File: src/bim_pkg.sv
`default_nettype none
package bim_pkg;

  localparam int MAX_AXES    = 4;
  localparam int DIM_BITS    = 16;
  localparam int IDX_BITS    = 32;
  localparam int OFF_BITS    = 34;
  localparam int REG_BITS    = 64;
  localparam int RANK_BITS   = 3;
  localparam int PROD_BITS   = 2 * DIM_BITS;
  localparam int RADIX_STEPS = 4;
  localparam int DIV_STAGES  = IDX_BITS / RADIX_STEPS;

  typedef enum logic [2:0] {
    CFG_LEFT_RANK   = 3'd0,
    CFG_RIGHT_RANK  = 3'd1,
    CFG_LEFT_SIZES  = 3'd2,
    CFG_RIGHT_SIZES = 3'd3,
    CFG_LEFT_STEPS  = 3'd4,
    CFG_RIGHT_STEPS = 3'd5
  } cfg_idx_t;

  typedef enum logic [1:0] {
    ST_OK    = 2'd0,
    ST_SHAPE = 2'd1,
    ST_RANGE = 2'd2
  } status_t;

  // decoded shape; the user keeps it stable while items are in flight, the block does not enforce it
  typedef struct packed {
    logic [MAX_AXES-1:0][DIM_BITS-1:0] divisor;
    logic [MAX_AXES-1:0][DIM_BITS-1:0] step_l;
    logic [MAX_AXES-1:0][DIM_BITS-1:0] step_r;
    logic                              bad;
    logic                              empty;
  } shape_t;

  // per-item state carried down the pipe
  typedef struct packed {
    logic [DIM_BITS-1:0]  rem;
    logic [IDX_BITS-1:0]  quo;
    logic [PROD_BITS-1:0] prod_l;
    logic [PROD_BITS-1:0] prod_r;
    logic [OFF_BITS-1:0]  acc_l;
    logic [OFF_BITS-1:0]  acc_r;
  } pipe_t;

  function automatic logic [DIM_BITS-1:0] field_of(input logic [REG_BITS-1:0] r,
                                                   input int k);
    logic [DIM_BITS-1:0] f;
    int pos;
    f = '0;
    for (int j = 0; j < DIM_BITS; j++) begin
      pos = k * DIM_BITS + j;
      if (pos < REG_BITS) begin
        f[j] = r[pos[5:0]];
      end
    end
    return f;
  endfunction

endpackage
`default_nettype wire

File: src/bim_mac_stage.sv
`default_nettype none
module bim_mac_stage (
  input  wire logic                          clk,
  input  wire logic                          rst_n,
  input  wire logic                          adv,
  input  wire logic                          in_v,
  input  wire bim_pkg::pipe_t                in_d,
  input  wire logic [bim_pkg::DIM_BITS-1:0]  step_l,
  input  wire logic [bim_pkg::DIM_BITS-1:0]  step_r,
  output logic                               out_v,
  output bim_pkg::pipe_t                     out_d
);

  bim_pkg::pipe_t mul_nxt, mul_r, acc_nxt, acc_r;
  logic           mul_v_r, acc_v_r;

  // coordinate times stride, remainder cleared for the next axis
  always_comb begin
    mul_nxt        = in_d;
    mul_nxt.prod_l = in_d.rem * step_l;
    mul_nxt.prod_r = in_d.rem * step_r;
    mul_nxt.rem    = '0;
  end

  always_comb begin
    acc_nxt       = mul_r;
    acc_nxt.acc_l = mul_r.acc_l + bim_pkg::OFF_BITS'(mul_r.prod_l);
    acc_nxt.acc_r = mul_r.acc_r + bim_pkg::OFF_BITS'(mul_r.prod_r);
  end

  always_ff @(posedge clk) begin
    if (!rst_n) begin
      mul_v_r <= 1'b0;
      acc_v_r <= 1'b0;
    end else if (adv) begin
      mul_v_r <= in_v;
      acc_v_r <= mul_v_r;
    end
  end

  always_ff @(posedge clk) begin
    if (adv) begin
      mul_r <= mul_nxt;
      acc_r <= acc_nxt;
    end
  end

  assign out_v = acc_v_r;
  assign out_d = acc_r;

endmodule
`default_nettype wire

File: config.mk
export PLATFORM = sky130hd
export DESIGN_NAME = bim_mac_stage
export DESIGN_NICKNAME = d
export VERILOG_FILES = /design/src/bim_pkg.sv /design/src/bim_mac_stage.sv
export SDC_FILE = /design/constraint.sdc
export NUM_CORES = 2
export LEC_CHECK = 0
export ABC_AREA = 1
export BUFFER_PORTS_ARGS = -buffer_cell sky130_fd_sc_hd__buf_2
export CORE_UTILIZATION = 30
export DETAILED_ROUTE_END_ITERATION = 8
export PLACE_DENSITY = 0.51
export SYNTH_ARGS = -nofsm -noshare
export SYNTH_HDL_FRONTEND = slang
export SYNTH_SLANG_ARGS = --single-unit
File: constraint.sdc
create_clock -name clk -period 8.45 [get_ports clk]
set_clock_uncertainty 0.15 [all_clocks]
set_input_delay 1.69 -clock clk [delete_from_list [all_inputs] [get_ports clk]]
set_output_delay 1.69 -clock clk [all_outputs]
set_load 0.03 [all_outputs]
# --- Yosys cells after proc, flatten, opt, wreduce, memory -nomap -nowiden ---
# Cells that the tools add are included.
classes:
  add_sub_neg: 2
  n_mul: 2
ops:
  columns: ["operator", "n"]
  rows:
  - ["34-bit by 32-bit adder with 34-bit output", 2]
  - ["16-bit by 16-bit multiplier with 32-bit output", 2]
totals:
  ff_bits: 330
  in_bits: 216
  out_inout_bits: 181
  elab_cells: 16

# --- Longest topological paths before layout ---
depth:
  depth_word: 1
  depth_mapped: 25
  ltp_nobuf: 23

# --- Worst setup path after synthesis ---
# Ideal clock, no wire load.
synth_path:
  path_kind: "input -> register"
  startpoint: "input step_l[1] (netlist name)"
  endpoint: "register mul_r (netlist bit acc_nxt[129]) (data pin)"
  setup_time_ns: 0.253
  arrival_ns: 6.476
  required_ns: 8.047
  slack_ns: 1.571
  stages: 21
  path_buffers: 2
  path_cell_list: "clkbuf_1 > clkbuf_1 > nand2_1 > fa_1 > fa_1 > fa_1 > fa_1 > inv_1 > fa_1 > inv_1 > fa_1 > inv_1 > ha_1 > nand2_1 > inv_1 > a21boi_0 > nand3_1 > nand2_1 > nand3_1 > nand2_1 > nand2_1"
synth_rtl:
  columns: ["element", "line_no", "rtl"]
  rows:
  - ["from (decl)", "bim_mac_stage.sv:8", "input wire logic [bim_pkg::DIM_BITS-1:0] step_l,"]
  - ["to (signal assigned)", "bim_mac_stage.sv:43", "mul_r <= mul_nxt;"]
  - ["to (decl)", "bim_mac_stage.sv:14", "bim_pkg::pipe_t mul_nxt, mul_r, acc_nxt, acc_r;"]

==> results by stage <==
Routing:
- The final wirelength is 89.4 mm.
- In the routed design, unresolved DRC markers number 0.
- Once detail routing completed, the nets flagged for antenna violations numbered 0.
- The routed length per instance is 16.2 um.
- The detail-routed via count per cell is 4.51.
- The overall via count from detail_route is 24900.
- After the first detailed-routing iteration, the DRC count stood at 1674.
- Before antenna repair, the detailed router went through 6 iterations.

Synth:
- Of the total synthesized cell area, the portion taken by AND, OR, NAND and NOR gates is 17.5%.
- The gate count of the mapped netlist is 3821.
- A synthesized cell averages 8.58 um2.
- Counting distinct cell types in the post-synthesis netlist gives 30.
- The post-synthesis instance area is 32800 um2.
- After Yosys synthesis, XOR and XNOR cells account for 1.74% of the synthesized area.
- The register bit count reported by yosys is 330.
- The sequential element share of the synthesized area is 30.2%.
- The dominant combinational cell family by area after synthesis is adder cells.
- For this run, asynchronously set or reset flops after synthesis account for 0%.
- The biggest area contributor in the post-synthesis netlist is edfxtp_1.
- The adder-cell share of the synthesized area is 34.2%.
- The number of synthesized flops with an enable pin is 328.
- The compound-cell area share of the yosys netlist is 3.90%.
- The share of the synthesized area in the top cell type is 30.0%.
- The multiplexer area fraction after synthesis is 0%.
- During synthesis, Yosys emitted a total of 0 warnings.
- The most used flip-flop cell after synthesis is edfxtp_1.
- By area the synthesized netlist is led by edfxtp_1, fa_1, nand2_1.

Cells and area:
- The share of final-layout standard cells stronger than drive strength 1 is 10.1%.
- In the final design database the tool counted 4960 nets.
- The top cell types in the final layout, fill and taps aside, are nand2_1, inv_1, fa_1.
- Leaving out fill and tap cells, the most frequent cell in the layout is nand2_1.
- Relative to the synthesized area, the layout overhead comes to 13.0%.

Clocking:
- The clock drives 330 sinks.
- Post-CTS repair changed the size of 0 cells.
- The latest clock arrival within the worst-skew pair is 0.56 ns.
- The clock tree root driver cell is clkbuf_16.
- CTS built an H-tree with a depth of 2.
- Clock-pin slew was measured on the worst setup and hold paths at 0.06 ns.
- The number of buffers created by CTS is 36.
- The number of setup buffers added after CTS is 0.
- Counting along the longest clock path gives a buffer depth of 3.
- The number of hold buffers added after cts is 0.
- TritonCTS built the clock tree.

Worst setup path:
- Walking the worst path, the cells encountered are buf_2 > nand2_1 > inv_1 > fa_1 > inv_1 > fa_1 > fa_1 > fa_1 > inv_1 > fa_1 > inv_1 > fa_1 > inv_1 > ha_1 > nand2_1 > inv_1 > a21boi_0 > nand3_1 > nand2_1 > nand3_1 > nand2_1 > nand2_1.
- STA puts the critical path data arrival time at 7.13 ns.
- The largest individual stage delay along the critical path comes from the cell buf_2.
- The combined buffer and inverter count along the critical path is 7.
- The first element of the critical path is in_d[169].
- The worst setup path is captured at a register.
- For this run, the slowest stage of the critical path takes 0.62 ns.
- The worst register-to-register path begins at acc_nxt[100].
- For the worst setup path, the data required time is 8.60 ns.
- The critical path class is in -> reg.
- The cell family with the largest share of critical-path delay is adder cells.
- Of all nets on the critical path, the largest fanout is 32.
- The kind of start point of the critical path is a primary input.

Min path:
- The tightest min-delay check is of the reg -> reg type.
- The start point of the worst min-delay path is acc_nxt[150].

Floorplanning:
- The boundary pin count is 397.
- The core region is 108000 um2.
- The die area is 111000 um2.
- The number of rows in the core area is 120.
- Measured along the x axis, the die boundary spans 333 um.
- The starting utilization of the core area is 30.5%.
- The die is 333 um tall.

STA:
- The number of hold violations in the final report is 0.
- Setup repair after global routing left no endpoint under its margin.
- The count of pins over their slew limit was 0.
- At the pin with the least slew margin, the transition time is 1.05 ns.
- The worst slew margin relative to its limit is 29.9%.
- The setup TNS is 0 ns.
- In the finished design, the share of the clock period the worst path needs comes to 82.6%.
- For the finished layout, the period the worst path requires is 6.98 ns.
- Based on the critical path, the design can be clocked at up to 0.143 GHz.
- Setup violations remaining at the end of the flow were counted as 0.

Global route:
- The first global-routing pass estimated 141 mm of wire.
- The initial antenna violation count is 12.
- In the global route stage, overall resource usage came out at 16.2%.
- The largest net degree at the start of global routing is 162.
- The via count of the first global-routing pass is 25100.
- The total overflow reported by the global router is 0.

Job:
- The count of max-cap constraint violations is 0.

Placed design:
- The half-perimeter wire length of the detailed placement result is 73.9 mm.
- The last weighted congestion value of the routability-driven placer is 0.916.
- The number of buffer cells added on primary ports is 316.

Status:
- The flow ran to the end, and the final reports show no timing, DRC or antenna violations.
## Yosys cell counts (6+ instances only)
master and n:
o21ai_0 81, nand2_2 12, nand4_1 29, buf_4 16, clkbuf_1 112, inv_1 942, xnor2_1 10, ha_1 272
a21o_1 7, xor2_1 55, o21a_1 6, nor2_1 175, nand3_1 96, fa_1 390, a21oi_1 135, nand2_1 1092
nor3_1 38, o21bai_1 7, edfxtp_1 328
## cell families after synthesis
logic type,Yosys count
buffers and inverters,1070
adder cells (fa/ha/maj),662
flip-flops,330
AO/OA/AOI/OAI,242
AND/OR/NAND/NOR,1451
other,1
XOR/XNOR,65
## worst register-to-register path: stages (launching register included)
cell      delay [ns]
edfxtp_1        0.35
ha_1            0.25
inv_1           0.08
fa_1            0.41
inv_1           0.13
nand3_1         0.08
nand2_1         0.18
nand3_1         0.09
nand2_1         0.16
nand2_1         0.10
nand2_2         0.12
nand2_1         0.08
nand3_1         0.07
nand2_1         0.08
## registers in the layout (all words and copies together) (netlist names)
name / cells
out_d: 164
acc_nxt: 96
mul_r: 68
mul_v_r: 1
out_v: 1
## per-layer routing
metal  wire [um]  GRT usage (%)  up-vias
met5          25              0        -
met4        1510           3.50        4
met3        4600           1.81       79
met2       39600           25.4      631
met1       43700           24.0    12100
li1            -              -    12000
## worst paths after layout
kind,endpoint,slack (ns),cells past startpoint
hold / removal,out_d[150],0.26,0
setup reg to reg,out_d[56],5.85,13
hold reg to reg,out_d[150],0.26,0
setup / recovery,acc_nxt[129],1.47,22
## final cells by class
type | count | area, um2
multi-input cells | 2436 | 18900
diodes | 2 | 5.00
repair buffers | 336 | 1780
clock buffers | 40 | 937
well taps | 1403 | 1760
inverters | 942 | 3540
fillers | 11300 | 70600
clock inverters | 26 | 268
flip-flops and latches | 330 | 9890
## metrics by stage
| step | setup slack (ns) | std cells | area (um2) | hold WS, ns | utilization, % |
|---|---|---|---|---|---|
| after detailed placement | 0.909 | 5447 | 35800 | 0.255 | 33.3 |
| final | 1.47 | 5515 | 37000 | 0.265 | 34.4 |
| after global routing | 1.14 | 5513 | 37000 | 0.265 | 34.4 |
| after CTS | 1.51 | 5513 | 37000 | 0.265 | 34.4 |
| after global placement | 0.919 | 5447 | 35800 | 0.251 | 33.3 |
| after floorplan | 1.57 | 3836 | 32800 | 0.250 | - |
Power is left out: the tool's default activity adds up to more than one toggle a clock period on the data nets, which glitch-free logic cannot reach.
