<file path="config.mk">
export PLATFORM = sky130hd
export DESIGN_NAME = bim_cfg
export DESIGN_NICKNAME = d
export VERILOG_FILES = /design/src/bim_pkg.sv /design/src/bim_cfg.sv
export SDC_FILE = /design/constraint.sdc
export NUM_CORES = 1
export LEC_CHECK = 0
export BUFFER_PORTS_ARGS = -buffer_cell sky130_fd_sc_hd__buf_2
export CAP_MARGIN = 10
export CORE_ASPECT_RATIO = 0.5
export CORE_MARGIN = 1
export CORE_UTILIZATION = 43
export CTS_CLUSTER_DIAMETER = 60
export CTS_CLUSTER_SIZE = 8
export DETAILED_ROUTE_END_ITERATION = 10
export PLACE_DENSITY = 0.72
export SYNTH_ARGS = -nofsm -noshare
export SYNTH_HDL_FRONTEND = slang
export SYNTH_SLANG_ARGS = --single-unit
</file>
<file path="constraint.sdc">
create_clock -name clk -period 4.2 [get_ports clk]
set_input_delay 0.84 -clock clk [delete_from_list [all_inputs] [get_ports clk]]
set_output_delay 0.84 -clock clk [all_outputs]
set_load 0.1 [all_outputs]
</file>
<file path="src/bim_pkg.sv">
`default_nettype none
package bim_pkg;

  localparam int MAX_AXES    = 4;
  localparam int DIM_BITS    = 16;
  localparam int IDX_BITS    = 32;
  localparam int OFF_BITS    = 34;
  localparam int REG_BITS    = 64;
  localparam int RANK_BITS   = 3;
  localparam int PROD_BITS   = 2 * DIM_BITS;
  localparam int RADIX_STEPS = 4;
  localparam int DIV_STAGES  = IDX_BITS / RADIX_STEPS;

  typedef enum logic [2:0] {
    CFG_LEFT_RANK   = 3'd0,
    CFG_RIGHT_RANK  = 3'd1,
    CFG_LEFT_SIZES  = 3'd2,
    CFG_RIGHT_SIZES = 3'd3,
    CFG_LEFT_STEPS  = 3'd4,
    CFG_RIGHT_STEPS = 3'd5
  } cfg_idx_t;

  typedef enum logic [1:0] {
    ST_OK    = 2'd0,
    ST_SHAPE = 2'd1,
    ST_RANGE = 2'd2
  } status_t;

  // decoded shape; the user keeps it stable while items are in flight, the block does not enforce it
  typedef struct packed {
    logic [MAX_AXES-1:0][DIM_BITS-1:0] divisor;
    logic [MAX_AXES-1:0][DIM_BITS-1:0] step_l;
    logic [MAX_AXES-1:0][DIM_BITS-1:0] step_r;
    logic                              bad;
    logic                              empty;
  } shape_t;

  // per-item state carried down the pipe
  typedef struct packed {
    logic [DIM_BITS-1:0]  rem;
    logic [IDX_BITS-1:0]  quo;
    logic [PROD_BITS-1:0] prod_l;
    logic [PROD_BITS-1:0] prod_r;
    logic [OFF_BITS-1:0]  acc_l;
    logic [OFF_BITS-1:0]  acc_r;
  } pipe_t;

  function automatic logic [DIM_BITS-1:0] field_of(input logic [REG_BITS-1:0] r,
                                                   input int k);
    logic [DIM_BITS-1:0] f;
    int pos;
    f = '0;
    for (int j = 0; j < DIM_BITS; j++) begin
      pos = k * DIM_BITS + j;
      if (pos < REG_BITS) begin
        f[j] = r[pos[5:0]];
      end
    end
    return f;
  endfunction

endpackage
`default_nettype wire

</file>
<file path="src/bim_cfg.sv">
`default_nettype none
module bim_cfg (
  input  wire logic                          clk,
  input  wire logic                          rst_n,
  input  wire logic                          wr_en,
  input  wire logic [2:0]                    wr_index,
  input  wire logic [bim_pkg::REG_BITS-1:0]  wr_data,
  output bim_pkg::shape_t                    shape
);

  logic [bim_pkg::RANK_BITS-1:0] lrank_r, rrank_r;
  logic [bim_pkg::REG_BITS-1:0]  lsize_r, rsize_r, lstep_r, rstep_r;

  always_ff @(posedge clk) begin
    if (!rst_n) begin
      lrank_r <= '0;
      rrank_r <= '0;
      lsize_r <= '0;
      rsize_r <= '0;
      lstep_r <= '0;
      rstep_r <= '0;
    end else if (wr_en) begin
      unique case (wr_index)
        bim_pkg::CFG_LEFT_RANK:   lrank_r <= wr_data[bim_pkg::RANK_BITS-1:0];
        bim_pkg::CFG_RIGHT_RANK:  rrank_r <= wr_data[bim_pkg::RANK_BITS-1:0];
        bim_pkg::CFG_LEFT_SIZES:  lsize_r <= wr_data;
        bim_pkg::CFG_RIGHT_SIZES: rsize_r <= wr_data;
        bim_pkg::CFG_LEFT_STEPS:  lstep_r <= wr_data;
        bim_pkg::CFG_RIGHT_STEPS: rstep_r <= wr_data;
        default: ;
      endcase
    end
  end

  localparam logic [bim_pkg::DIM_BITS-1:0] ONE = bim_pkg::DIM_BITS'(1);

  always_comb begin
    logic [bim_pkg::DIM_BITS-1:0] da, db, dr;
    shape = '0;
    for (int k = 0; k < bim_pkg::MAX_AXES; k++) begin
      da = (k < int'(lrank_r)) ? bim_pkg::field_of(lsize_r, k) : ONE;
      db = (k < int'(rrank_r)) ? bim_pkg::field_of(rsize_r, k) : ONE;
      shape.step_l[k] = (k < int'(lrank_r) && da != ONE) ? bim_pkg::field_of(lstep_r, k) : '0;
      shape.step_r[k] = (k < int'(rrank_r) && db != ONE) ? bim_pkg::field_of(rstep_r, k) : '0;
      if (da != ONE && db != ONE && da != db) begin
        shape.bad = 1'b1;
      end
      dr = (da > db) ? da : db;
      // empty axis divides by one: coordinate zero, index unchanged
      if (dr == '0) begin
        shape.empty = 1'b1;
        shape.divisor[k] = ONE;
      end else begin
        shape.divisor[k] = dr;
      end
    end
  end

endmodule
`default_nettype wire

</file>
======== Yosys cells after proc, flatten, opt, wreduce, memory -nomap -nowiden ========
Cells that the tools add are included.
word-level totals
  register bits ........................... 262
  word-level logic and storage cells ...... 94
cells by class
  $lt $le $gt $ge ......................... 12
  eq/ne operators ......................... 17
  mux-type cells .......................... 32
  reductions and logical operators ........ 27
operators by type and width
  kind                 count
  $mux 16              24
  $ne 16x1->1 const B  8
  $gt 16x16->1         4
  $logic_not 16->1     4
  $ne 16x16->1         4
  $logic_and 1x1->1    16
  $lt 1x3->1 const A   4
  $lt 2x3->1 const A   4
  $reduce_and 2->1     6
  $mux 1               8
  $eq 3x2->1 const B   2
  $eq 3x3->1 const B   2
  $eq 3x1->1 const B   1
  $logic_not 3->1      1

======== Longest topological paths before layout ========
  depth after elaboration ................. 9
  mapped depth ............................ 14

======== Least setup slack after synthesis ========
OpenSTA, ideal clock, no wires.
  path kind ............................... reg2out
  start ................................... register rrank_r[2] (netlist bit)
  end ..................................... output shape[163] (netlist bit)
  arrival time ............................ 4,581 ps
  required time ........................... 3,360 ps
  slack ................................... -1,221 ps
  cell stages (with the launch flop) ...... 14
  path through ............................ dfxtp_1 > buf_6 > a21o_1 > buf_2 > buf_1 > nand2_1 > ha_1 > nand4_1 > nor4_2 > a31oi_1 > o41ai_1 > nand3_2 > buf_2 > o21ai_0
RTL lines
  what                    line           text
  from (decl)             bim_cfg.sv:11  logic [bim_pkg::RANK_BITS-1:0] lrank_r, rrank_r;
  from (signal assigned)  bim_cfg.sv:25  bim_pkg::CFG_RIGHT_RANK: rrank_r <= wr_data[bim_pkg::RANK_BITS-1:0];
  to (decl)               bim_cfg.sv:8   output bim_pkg::shape_t shape

==> metrics.txt <==
vias per cell=5.50; average wire per standard cell=around 19 um; met2 usage=43.6%; Slew HR=35.8%; P&R area growth vs syn=40.0%; Syn Nets=~2000; GRT Util Overall=between 20 and 30%; Fmax achieved=around 0.22 GHz; Critical Path RT=roughly 3.4 ns; ys async rst share=0%; Core Region=a little over 30000 um2; worst hold path class=reg -> reg; WS Path Type=reg -> out; I/O pin total=approximately 260; post-synthesis sequential area ratio=38.1%; Switch Pwr=roughly 1.6 mW; largest net degree at the start of global routing=155; nets@finish=roughly 2200; antenna violations before repair=1; Worst-Skew Late Latency=between 0.5 and 0.6 ns; Int Power=between 4 and 5 mW; Clock Sink Count=roughly 260; root buffer cell=clkbuf_16; Crit Path Max Fanout=7; DR iter-0 viols=between 1000 and 1500; Reg power frac=roughly 43%; final instance area=19300 um2; max cap viols=0; outcome=finished with violations; CP endpoint kind=output port; first-pass iteration count of the detailed router=5; clock group share of total power=between 40% and 50%; M1 GR Usage=37.4%; clock-pin transition on the worst setup and hold timing paths=0.05 ns; final WL=between 40 and 50 mm; failing checks=negative setup slack; Post-synth top cells=651 x nand2_1, 262 x dfxtp_1, 244 x a21boi_0; post-DP HPWL=about 30 mm; Final Hold Vio Count=0; sw frac=around a quarter; critical path, cell by cell=buf_4, or2_4, nand2_2, inv_1, ha_1, nor2b_1, o211ai_1, a21oi_1, a211o_1, a21oi_4, mux2_4, nand4b_1, buf_12; total number of vias=14000; worst r2r dst=lrank_r[2]$_SDFFE_PN0P_; initial core utilization=between 40% and 50%; Final WS setup=-0.268 ns; number of synthesized flops with an enable pin=0; FF+latch count, synth=around 260; RSZ-0062 raised after global routing=true; ranking of synthesized cells by area=dfxtp_1 38%, nand2_1 18%, a21boi_0 13%; first-pass GRT wire length=slightly above 70 mm; Post-Synthesis Cells=between 1500 and 2000; crit start category=flop; peak supply drop=~0.22 mV; vias in the first global route=12700; setup clock skew after layout=0 ns; total gr overflow=0; CTS buffer count=38; routability cong.=approximately 0.95; Max stage delay on crit path=around 0.37 ns; Synth cell types=53; Hold Slack=approximately 0.44 ns; end of the critical path=shape[0]; Hold Path Stages=2; ys flop type=dfxtp_1; CTS tree=done; Pleak=7.77 nW; WP data arrival=approximately 3.6 ns; met3 GRT Util=under 10%; syn avg cell area=~7.5 um2; Worst path slowest cell=dfxtp_4; Area after DPL=around 17000 um2; antenna-violating nets left=0; Worst Tran Pin Value=~0.96 ns; Power Dens Cells=between 300 and 400 nW/um2; total power=roughly 6 mW; Synth top area share=between 30% and 40%; H-tree Lvls=2; mapped cell area=~14000 um2; crit path launch=lrank_r[2]$_SDFFE_PN0P_; share of layout cells above drive strength 1=between 20% and 30%; max-slew violations=0; Yosys Warn Count=0; Worst R2R Start=lrank_r[2]$_SDFFE_PN0P_; leading area contributor after synthesis=dfxtp_1; Worst Reg-to-Reg Cells=4; Die Ht=approximately 130 um; FP Rows=between 40 and 50; Logic pwr share=11.4%; Final period util=106%; DRC=0; number of hold buffers added after CTS=0; flop2flop setup slack=3.22 ns; post-layout min period=4.47 ns; GR peak layer=met2; clk buf depth=3; top-count cell post-synth=nand2_1; Die Wd=~260 um; PortBufs=263; die area=approximately 33000 um2; Final setup viols=between 60 and 70
## sequential cells by signal, summed over array words and instances (netlist names)
name     cells
lsize_r     64
lstep_r     64
rsize_r     64
rstep_r     64
lrank_r      3
rrank_r      3
## worst min path at each step
stage	start	to	slack, ns
6_report	rstep_r[50]$_SDFFE_PN0P_	rstep_r[50]$_SDFFE_PN0P_	0.44
2_1_floorplan	rstep_r[37]$_SDFFE_PN0P_	rstep_r[37]$_SDFFE_PN0P_	0.43
4_1_cts	rstep_r[50]$_SDFFE_PN0P_	rstep_r[50]$_SDFFE_PN0P_	0.45
3_3_place_gp	rstep_r[49]$_SDFFE_PN0P_	rstep_r[49]$_SDFFE_PN0P_	0.44
3_5_place_dp	rstep_r[50]$_SDFFE_PN0P_	rstep_r[50]$_SDFFE_PN0P_	0.44
5_1_grt	rstep_r[30]$_SDFFE_PN0P_	rstep_r[30]$_SDFFE_PN0P_	0.47
## placed cells by master (no fill, tap or decap), types with 20 or more instances in the layout
| master | instances |
|---|---|
| a21oi_1 | 23 |
| nor4_1 | 24 |
| clkbuf_16 | 46 |
| and2_1 | 108 |
| nand3_2 | 22 |
| nor2_1 | 21 |
| a21boi_0 | 244 |
| inv_1 | 36 |
| o21ai_2 | 44 |
| buf_2 | 196 |
| buf_12 | 77 |
| nand2_1 | 622 |
| dfxtp_1 | 257 |
| ha_1 | 42 |
| buf_4 | 52 |
| nand3_1 | 20 |
| nand4_1 | 20 |
| nor2b_1 | 41 |
## layout make-up
class | count | area [um2]
Antenna cell | 1 | 2.50
Clock buffer | 41 | 993
Clock inverter | 2 | 28.8
Fill cell | 2571 | 11600
Inverter | 41 | 154
Multi-Input combinational cell | 1425 | 9050
Sequential cell | 262 | 5260
Tap cell | 423 | 529
Timing Repair Buffer | 345 | 3250
## power by group through the flow
| stage | Combinational (mW) | Sequential (mW) | Clock, mW |
|---|---|---|---|
| CTS | 0.580 | 2.58 | 2.79 |
| floorplan | 0.359 | 2.62 | 0 |
| global route | 0.725 | 2.59 | 2.91 |
| global placement | 0.539 | 2.63 | 0 |
| finish | 0.686 | 2.58 | 2.76 |
| detailed placement | 0.545 | 2.63 | 0 |
## critical path: cells and delay by family (launching register included)
family,cells,cell delay [ns]
buffers and inverters,3,0.40
adders and majority gates,1,0.31
muxes,1,0.37
and+or+nand+nor,4,0.80
AOI/OAI and AO/OA,4,0.84
DFF,1,0.37
## logic make-up (layout without fill, tap and decap cells)
| family | Yosys count | count (layout) | synth area share, % |
|---|---|---|---|
| flip-flops | 262 | 262 | 38.1 |
| buffers and inverters | 162 | 429 | 4.79 |
| multiplexers | 14 | 14 | 1.03 |
| adder cells (fa/ha/maj) | 62 | 62 | 5.63 |
| XOR/XNOR | 1 | 1 | 0.0636 |
| AND/OR/NAND/NOR | 967 | 971 | 31.2 |
| AO/OA/AOI/OAI | 376 | 377 | 19.2 |
| other | 0 | 1 | 0 |
## metal layers
layer / up-vias / wire length, um
met4: 0 / 1770
met1: 6669 / 20800
met3: 132 / 3480
met5: - / 0
li1: 6631 / -
met2: 537 / 22000
## repair_timing
action,in CTS,in global routing
pin swaps,29,21
cloned,5,8
buffers inserted,26,22
setup endpoints to repair,66,66
resized for setup,68,123
## through the flow
step,setup TNS (ns),setup WS [ns],instances,utilization (%)
after floorplan,-7.03,-0.457,1844,-
after global placement,0,0.207,2435,54.1
after detailed placement,0,0.111,2435,54.1
after CTS,-0.420,-0.0805,2509,59.0
after global routing,-12.58,-0.372,2540,62.4
final,-6.89,-0.268,2540,62.4
Note: power is estimated with default switching activity, not from simulation.
