### config.mk
export PLATFORM = sky130hd
export DESIGN_NAME = bim_div_stage
export DESIGN_NICKNAME = d
export VERILOG_FILES = /design/src/bim_pkg.sv /design/src/bim_div_stage.sv
export SDC_FILE = /design/constraint.sdc
export NUM_CORES = 1
export LEC_CHECK = 0
export CORE_MARGIN = 5
export CORE_UTILIZATION = 48
export DETAILED_ROUTE_END_ITERATION = 8
export DONT_BUFFER_PORTS = 1
export GPL_TIMING_DRIVEN = 0
export PLACE_DENSITY = 0.65
export SETUP_SLACK_MARGIN = 0.3
export SYNTH_ARGS = -nofsm -noshare
export SYNTH_HDL_FRONTEND = slang
export SYNTH_SLANG_ARGS = --single-unit
export TNS_END_PERCENT = 100
### constraint.sdc
create_clock -name clk -period 9.4 [get_ports clk]
set_input_delay 0.94 -clock clk [delete_from_list [all_inputs] [get_ports clk]]
set_output_delay 0.94 -clock clk [all_outputs]
set_load 0.05 [all_outputs]
### src/bim_pkg.sv
`default_nettype none
package bim_pkg;

  localparam int MAX_AXES    = 4;
  localparam int DIM_BITS    = 16;
  localparam int IDX_BITS    = 32;
  localparam int OFF_BITS    = 34;
  localparam int REG_BITS    = 64;
  localparam int RANK_BITS   = 3;
  localparam int PROD_BITS   = 2 * DIM_BITS;
  localparam int RADIX_STEPS = 4;
  localparam int DIV_STAGES  = IDX_BITS / RADIX_STEPS;

  typedef enum logic [2:0] {
    CFG_LEFT_RANK   = 3'd0,
    CFG_RIGHT_RANK  = 3'd1,
    CFG_LEFT_SIZES  = 3'd2,
    CFG_RIGHT_SIZES = 3'd3,
    CFG_LEFT_STEPS  = 3'd4,
    CFG_RIGHT_STEPS = 3'd5
  } cfg_idx_t;

  typedef enum logic [1:0] {
    ST_OK    = 2'd0,
    ST_SHAPE = 2'd1,
    ST_RANGE = 2'd2
  } status_t;

  // decoded shape; the user keeps it stable while items are in flight, the block does not enforce it
  typedef struct packed {
    logic [MAX_AXES-1:0][DIM_BITS-1:0] divisor;
    logic [MAX_AXES-1:0][DIM_BITS-1:0] step_l;
    logic [MAX_AXES-1:0][DIM_BITS-1:0] step_r;
    logic                              bad;
    logic                              empty;
  } shape_t;

  // per-item state carried down the pipe
  typedef struct packed {
    logic [DIM_BITS-1:0]  rem;
    logic [IDX_BITS-1:0]  quo;
    logic [PROD_BITS-1:0] prod_l;
    logic [PROD_BITS-1:0] prod_r;
    logic [OFF_BITS-1:0]  acc_l;
    logic [OFF_BITS-1:0]  acc_r;
  } pipe_t;

  function automatic logic [DIM_BITS-1:0] field_of(input logic [REG_BITS-1:0] r,
                                                   input int k);
    logic [DIM_BITS-1:0] f;
    int pos;
    f = '0;
    for (int j = 0; j < DIM_BITS; j++) begin
      pos = k * DIM_BITS + j;
      if (pos < REG_BITS) begin
        f[j] = r[pos[5:0]];
      end
    end
    return f;
  endfunction

endpackage
`default_nettype wire

### src/bim_div_stage.sv
`default_nettype none
module bim_div_stage (
  input  wire logic                          clk,
  input  wire logic                          rst_n,
  input  wire logic                          adv,
  input  wire logic                          in_v,
  input  wire bim_pkg::pipe_t                in_d,
  input  wire logic [bim_pkg::DIM_BITS-1:0]  divisor,
  output logic                               out_v,
  output bim_pkg::pipe_t                     out_d
);

  bim_pkg::pipe_t d_nxt, d_r;
  logic           v_r;

  // restoring division, RADIX_STEPS (4) quotient bits per stage
  always_comb begin
    logic [bim_pkg::DIM_BITS:0]   t;
    logic [bim_pkg::DIM_BITS-1:0] r;
    logic [bim_pkg::IDX_BITS-1:0] q;
    d_nxt = in_d;
    r = in_d.rem;
    q = in_d.quo;
    for (int i = 0; i < bim_pkg::RADIX_STEPS; i++) begin
      t = {r, q[bim_pkg::IDX_BITS-1]};
      q = {q[bim_pkg::IDX_BITS-2:0], 1'b0};
      if (t >= {1'b0, divisor}) begin
        t = t - {1'b0, divisor};
        q[0] = 1'b1;
      end
      r = t[bim_pkg::DIM_BITS-1:0];
    end
    d_nxt.rem = r;
    d_nxt.quo = q;
  end

  always_ff @(posedge clk) begin
    if (!rst_n) begin
      v_r <= 1'b0;
    end else if (adv) begin
      v_r <= in_v;
    end
  end

  always_ff @(posedge clk) begin
    if (adv) begin
      d_r <= d_nxt;
    end
  end

  assign out_v = v_r;
  assign out_d = d_r;

endmodule
`default_nettype wire

After elaboration in Yosys (flattened, before gate mapping) --
Cells that the tools add are included.
Storage, ports and cells: memory bits (read-only) 0, bits in latches 0, register bits after elaboration 181, input port bits 200, memory bits (writable) 0, memories 0
Operators by class: magnitude comparators 4, bitwise operators 0, shift-type cells 0, eq/ne operators 0, add/subtract/negate cells 4, div/mod/pow operators 0, reduce and logical (&&, ||, !) cells 0, $mul 0, mux-type cells 8
Operator list (count):
- $ge A17 B16 Y1 | 4
- $mux W16 | 4
- $sub A16 B16 Y16 | 4
- $mux W1 | 4

Logic depth before layout (Yosys ltp) --
Gate-level depths: netlist of run 1.
word-level depth 8, depth in mapped cells 45

Least setup slack after synthesis of run 1 --
Ideal clock, no wire load.
path type input -> register, start point in divisor[1] in the netlist's numbering, end point reg d_r, in the netlist out_d[171], data pin, path buffers 4, stages on the path 42, arrival 9.778 ns, required time 9.140 ns, slack -0.639 ns, cells stage by stage inv_1 ha_1 and2b_1 o31a_1 o21ai_1 a41o_4 buf_2 mux2_2 inv_1 ha_1 nor2b_1 o31a_1 a21oi_1 a211oi_1 a31oi_1 o211ai_4 buf_2 o21ai_0 [6 not listed] a21oi_1 a31o_2 a221oi_4 nand2_4 buf_6 mux2i_1 ha_1 nor2b_1 o2111ai_1 o211ai_1 o31a_1 a21o_1 o311ai_0 o211ai_1 a21oi_2 mux2i_4 buf_12 mux2_4
RTL lines:
- start, declared | RTL line bim_div_stage.sv:8 | input wire logic [bim_pkg::DIM_BITS-1:0] divisor,
- end signal, assigned | RTL line bim_div_stage.sv:47 | d_r <= d_nxt;
- end, declared | RTL line bim_div_stage.sv:13 | bim_pkg::pipe_t d_nxt, d_r;

==> results.tsv, run 1 <==
stage	metric	value	unit
drt	vias	6243	
power	vdd_drop_max	0.2206	mV
synthesis	syn_area_per_cell	13.20	um2
place	port_buffers	0	
run_status	status	finished clean	
synthesis	netlist_instances	711	
clocking	cts.sinks	181	
global_route	track_usage	22.50	%
finish	areaGrowthSynthToFinish	24.79	%
finish	antenna_cells	0	
synthesis	synthFlopType	edfxtp_1	
global_route	antenna_found_initial	1	
timing	rsz0062_at_grt	true	
finish	layout-drive-gt1-share	31.04	%
clocking	cts.path.max_buffers	2	
critical_path	cp.required	9.58	ns
timing	period_share	97.35	%
drt	route.detailed.drc	0	
power	total_power	4.615	mW
critical_path	cp_common_cell	a21oi_2	
critical_path	worstSetupPathType	in2reg	
drt	detail-route-antenna-nets	0	
place	numPlacedInstances	976	
timing	fmax	109.3	MHz
drt	first_pass_iters	5	
finish	final_nets	1070	
critical_path	start_kind	input pin	
synthesis	syn-num-nets	979	
floorplan	core_region_area	0.01933	mm2
critical_path	cp.arrival	9.33	ns
synthesis	yosysWarnings	0	
clocking	clk_latency	0.43	ns
global_route	gr-total-overflow	0	
synthesis	ys_seq_elements	181	
timing	hold_viol	0	
synthesis	yosys.cell_types.count	66	
timing	finalSetupTns	0	ns
global_route	grt_pass1_wl	37.45	mm
finish	layoutNonFillerInstCount	1080	
synthesis	async_reset_ff_share	0	%
clocking	path_clk_slew	0.08	ns
critical_path	cp_slowest_cell	or3_4	
timing	slew_headroom	56.49	%
timing	timing.hold.ws	0.5989	ns
floorplan	die_height	149.8	um
critical_path	path_max_fanout	10	
floorplan	die_area	0.02245	mm2
run	cap_violations	0	
critical_path	end_kind	flip-flop	
clocking	postCtsHoldBufs	0	
global_route	grt_pass1_vias	6150	
clocking	cts_buffers	17	
timing	slew_viol_final	0	
place	gp_congestion	0.9204	
drt	drt-total-wl	26.91	mm
global_route	grt_max_degree	182	
power	power.leakage	4.395	nW
drt	via_per_inst	5.781	
drt	first_iter_violations	356	
floorplan	ios	381	
power	power.density	394.1	mW/mm2
floorplan	start_util	48.53	%
critical_path	ff2ff_setup_slack	8.43	ns
synthesis	synth_area	0.009384	mm2
timing	worst_pin_slew	0.6425	ns
synthesis	synth_edf_count	180	
clocking	h-tree-depth	4	
timing	finClkSkew	0	ns
floorplan	rows	51	
synthesis	ys_seq_area_share	57.81	%
clocking	cts-root-buf	clkbuf_16	
min_path	hold_class	in2reg	
timing	layout_min_cycle_time	9.151	ns
clocking	cts_tree	yes	
drt	wl_per_cell	24.92	um
timing	setup_viol	0	
critical_path	critPathMaxStageDelay	0.33	ns
place	dp_hpwl	20.73	mm
floorplan	die_w	149.8	um
==> flip-flops by register name (all words and copies together) (netlist names) <==
name   cells
out_d    180
out_v      1
==> what timing repair did <==
item                                    CTS  global route
endpoints found under the hold margin     0             0
buffers inserted                         49            21
pin swaps                                31            32
endpoints found under the setup margin   17            17
resized for setup                        41            45
cloned                                    0             2
==> cells in the mapped netlist (12+ instances only) <==
cell,count,area [um2]
edfxtp_1,180,5405
ha_1,64,800.8
a21oi_1,50,250.2
nor2_1,45,168.9
inv_1,41,153.9
nand2_1,37,138.9
o21ai_0,31,155.2
xnor2_1,29,254.0
mux2_2,20,225.2
a21o_1,17,127.6
mux2_4,15,225.2
nor2b_1,14,87.58
nand3_1,12,60.06
xor2_1,12,105.1
==> layout by cell type, fill, tap and decap left out, drive strengths merged, types with 14 or more instances in the layout <==
| master | count |
|---|---|
| a21oi | 53 |
| edfxtp | 180 |
| o21ai | 34 |
| nor2b | 14 |
| buf | 79 |
| ha | 64 |
| nor2 | 45 |
| inv | 42 |
| clkbuf | 18 |
| nand2 | 38 |
| mux2 | 35 |
| a21o | 17 |
| xnor2 | 29 |
==> worst paths after layout <==
check | start | end | cells after the start
max | divisor[10] | out_d[171] | 43
min | in_d[135] | out_d[139] | 0
max reg2reg | out_v | out_v | 2
min reg2reg | out_v | out_v | 2
==> stage by stage <==
stage,utilization (%),area [um2],worst slack [ns]
global placement,52.18,10090,-1.421
floorplan,-,9757,0.06954
global route,60.56,11710,-0.02331
finish,60.56,11710,0.2491
detailed placement,52.18,10090,-1.464
CTS,58.50,11310,0.3007
==> kinds of logic after synthesis <==
group / synth area share [%]
xor gates and xnor gates: 3.827
DFF: 57.81
buffers and inverters: 2.333
AOI/OAI and AO/OA: 12.68
adders and majority gates: 9.387
muxes: 5.787
and+or+nand+nor: 8.173
==> final cells by class <==
type	instances	area (um2)
repair buffers	72	604.3
inverters	42	193.9
flip-flops and latches	181	5425
well taps	265	331.6
clock buffers	17	425.4
multi-input cells	480	4431
clock inverters	15	178.9
plain buffers	8	120.1
fillers	1501	7625
==> metal layers <==
| layer | track usage, % | share of wire [%] |
|---|---|---|
| met1 | 25.02 | 36 |
| met2 | 41.47 | 54 |
| met3 | 7.238 | 7.8 |
| met4 | 5.764 | 1.7 |
| met5 | 0 | 0.048 |
==> report_power, final <==
group          switching [mW]  internal, mW
clock                   0.336         0.359
combinational            1.12          1.32
sequential              0.405          1.08
==> critical path: cells and delay by family <==
kind	cells	cell delay [ns]
AOI/OAI and AO/OA	20	4.11
muxes	5	1.34
buffers and inverters	9	1.15
adders and majority gates	4	0.94
and+or+nand+nor	5	0.83
Note: power is estimated with default switching activity, not from simulation.
==> run 2, diff against run 1 <==
--- a/config.mk
+++ b/config.mk
@@ -10,7 +10,6 @@
 export DETAILED_ROUTE_END_ITERATION = 8
 export DONT_BUFFER_PORTS = 1
 export GPL_TIMING_DRIVEN = 0
-export PLACE_DENSITY = 0.65
 export SETUP_SLACK_MARGIN = 0.3
 export SYNTH_ARGS = -nofsm -noshare
 export SYNTH_HDL_FRONTEND = slang
==> constraint.sdc (replaced) <==
create_clock -name clk -period 11.8 [get_ports clk]
set_input_delay 1.18 -clock clk [delete_from_list [all_inputs] [get_ports clk]]
set_output_delay 1.18 -clock clk [all_outputs]
set_load 0.05 [all_outputs]
==> run 2 against run 1 <==
  * Routed wire length decreased by 9.8%
  * Non-clock buffer count decreased by 72
  * Combinational power decreased by 38%
==> results.tsv, run 2 (synthesis results as in run 1) <==
stage	metric	value	unit
power	combPwrFrac	46.7	%
critical_path	cp.required	11.97	ns
drt	drt-total-wl	24.27	mm
place	gp_congestion	0.8771	
drt	first_pass_iters	5	
drt	first_iter_violations	223	
timing	rsz0062_at_grt	false	
clocking	cts_buffers	17	
power	switching_share	40.99	%
clocking	cts.path.max_buffers	2	
finish	final_nets	998	
finish	largest_reg_flops	180	
drt	detail-route-antenna-nets	0	
critical_path	critPathMaxStageDelay	0.45	ns
timing	setup_viol	0	
global_route	antenna_found_initial	0	
critical_path	cp.arrival	11.13	ns
timing	slew_headroom	41.70	%
place	port_buffers	0	
run_status	status	finished clean	
timing	layout_min_cycle_time	10.96	ns
run	cap_violations	0	
critical_path	path_max_fanout	10	
place	dp_hpwl	19.58	mm
place	placed_cell_area	0.009716	mm2
min_path	hold_class	reg2reg	
clocking	path_clk_slew	0.08	ns
timing	period_share	92.90	%
floorplan	rows	51	
drt	via_per_inst	5.819	
power	switchingPower	1.322	mW
power	internal_power	1.904	mW
timing	worst_pin_slew	0.8635	ns
finish	layout_commonest_cell	edfxtp_1	
critical_path	cp_slowest_cell	ha_2	
critical_path	worstSetupPathType	in2reg	
clocking	post_cts_buffers	0	
finish	layout_common_cells	180 x edfxtp_1, 62 x ha_1, 49 x a21oi_1	
floorplan	die_area	0.02245	mm2
finish	fill_cells	1615	
floorplan	ios	381	
global_route	grt_max_degree	182	
finish	final_util	53.74	%
power	power.density	310.4	mW/mm2
finish	areaGrowthSynthToFinish	10.73	%
floorplan	start_util	48.53	%
critical_path	start_kind	input pin	
floorplan	die_height	149.8	um
power	seqPwrFrac	36.5	%
power	total_power	3.226	mW
power	vdd_drop_max	0.1227	mV
power	p_clk_share	16.8	%
clocking	clk_latency	0.42	ns
timing	finClkSkew	0	ns
power	power.leakage	3.947	nW
drt	route.detailed.drc	0	
floorplan	core_region_area	0.01933	mm2
finish	design_area	0.01039	mm2
drt	wl_per_cell	24.08	um
global_route	track_usage	20.52	%
clocking	cts-root-buf	clkbuf_16	
drt	vias	5866	
timing	fmax	91.22	MHz
critical_path	end_kind	flip-flop	
clocking	postCtsHoldBufs	0	
finish	antenna_cells	0	
clocking	cts_tree	yes	
finish	layout-drive-gt1-share	14.94	%
clocking	h-tree-depth	4	
global_route	gr-total-overflow	0	
global_route	grt_pass1_vias	5862	
global_route	grt_pass1_wl	34.71	mm
clocking	cts.sinks	181	
timing	hold_viol	0	
floorplan	die_w	149.8	um
timing	slew_viol_final	0	
[run 2: what timing repair did]
| action | CTS | global route |
|---|---|---|
| cloned | 0 | 0 |
| resized for setup | 5 | 21 |
| setup endpoints to repair | 17 | 17 |
| hold endpoints to repair | 0 | 0 |
[run 2: area by class of cell]
cell class / count / area [um2] / share of cell area [%]
clock buffers: 18 / 429.2 / 4.130
inverters: 42 / 161.4 / 1.553
multi-input cells: 480 / 3822 / 36.79
plain buffers: 8 / 68.82 / 0.6623
well taps: 265 / 331.6 / 3.191
clock inverters: 14 / 152.6 / 1.469
flip-flops and latches: 181 / 5425 / 52.21
[run 2: per-stage QoR]
step / TNS [ns] / std cells / worst slack [ns] / hold slack (ns)
floorplan: 0 / 711 / 1.521 / 0.7429
global placement: -3.994 / 976 / -0.3402 / 0.7703
detailed placement: -5.666 / 976 / -0.4408 / 0.8032
CTS: 0 / 1008 / 0.3057 / 0.8147
global route: 0 / 1008 / 0.3001 / 0.8234
finish: 0 / 1008 / 0.8374 / 0.7986
[run 2: worst max-delay path, delay by kind of cell]
kind / cells / cell delay (ns)
AO/OA/AOI/OAI: 21 / 5.10
AND/OR/NAND/NOR: 6 / 1.05
adder cells (fa/ha/maj): 4 / 1.39
multiplexers: 4 / 1.13
buffers and inverters: 7 / 1.23
[run 2: worst paths after layout]
| check | startpoint | endpoint | slack, ns | cells after the start |
|---|---|---|---|---|
| worst max-delay path | divisor[9] | out_d[174] | 0.84 | 42 |
| worst min-delay path | out_v | out_v | 0.80 | 2 |
| worst max register to register | out_v | out_v | 10.80 | 2 |
| worst min register to register | out_v | out_v | 0.80 | 2 |
[run 2: power groups by stage]
| stage | Combinational (mW) | Sequential (mW) | Clock (mW) |
|---|---|---|---|
| 4_1_cts | 1.50 | 1.18 | 0.560 |
| 5_1_grt | 1.66 | 1.18 | 0.586 |
| 6_report | 1.51 | 1.18 | 0.542 |
| 3_3_place_gp | 1.44 | 1.19 | 0 |
| 3_5_place_dp | 1.48 | 1.19 | 0 |
| 2_1_floorplan | 1.22 | 1.16 | 0 |
[run 2: layer usage]
metal / wire length (um) / track usage, %
met5: 0 / 0
met4: 820 / 8.829
met1: 8761 / 22.33
met3: 1863 / 6.329
met2: 12830 / 36.81
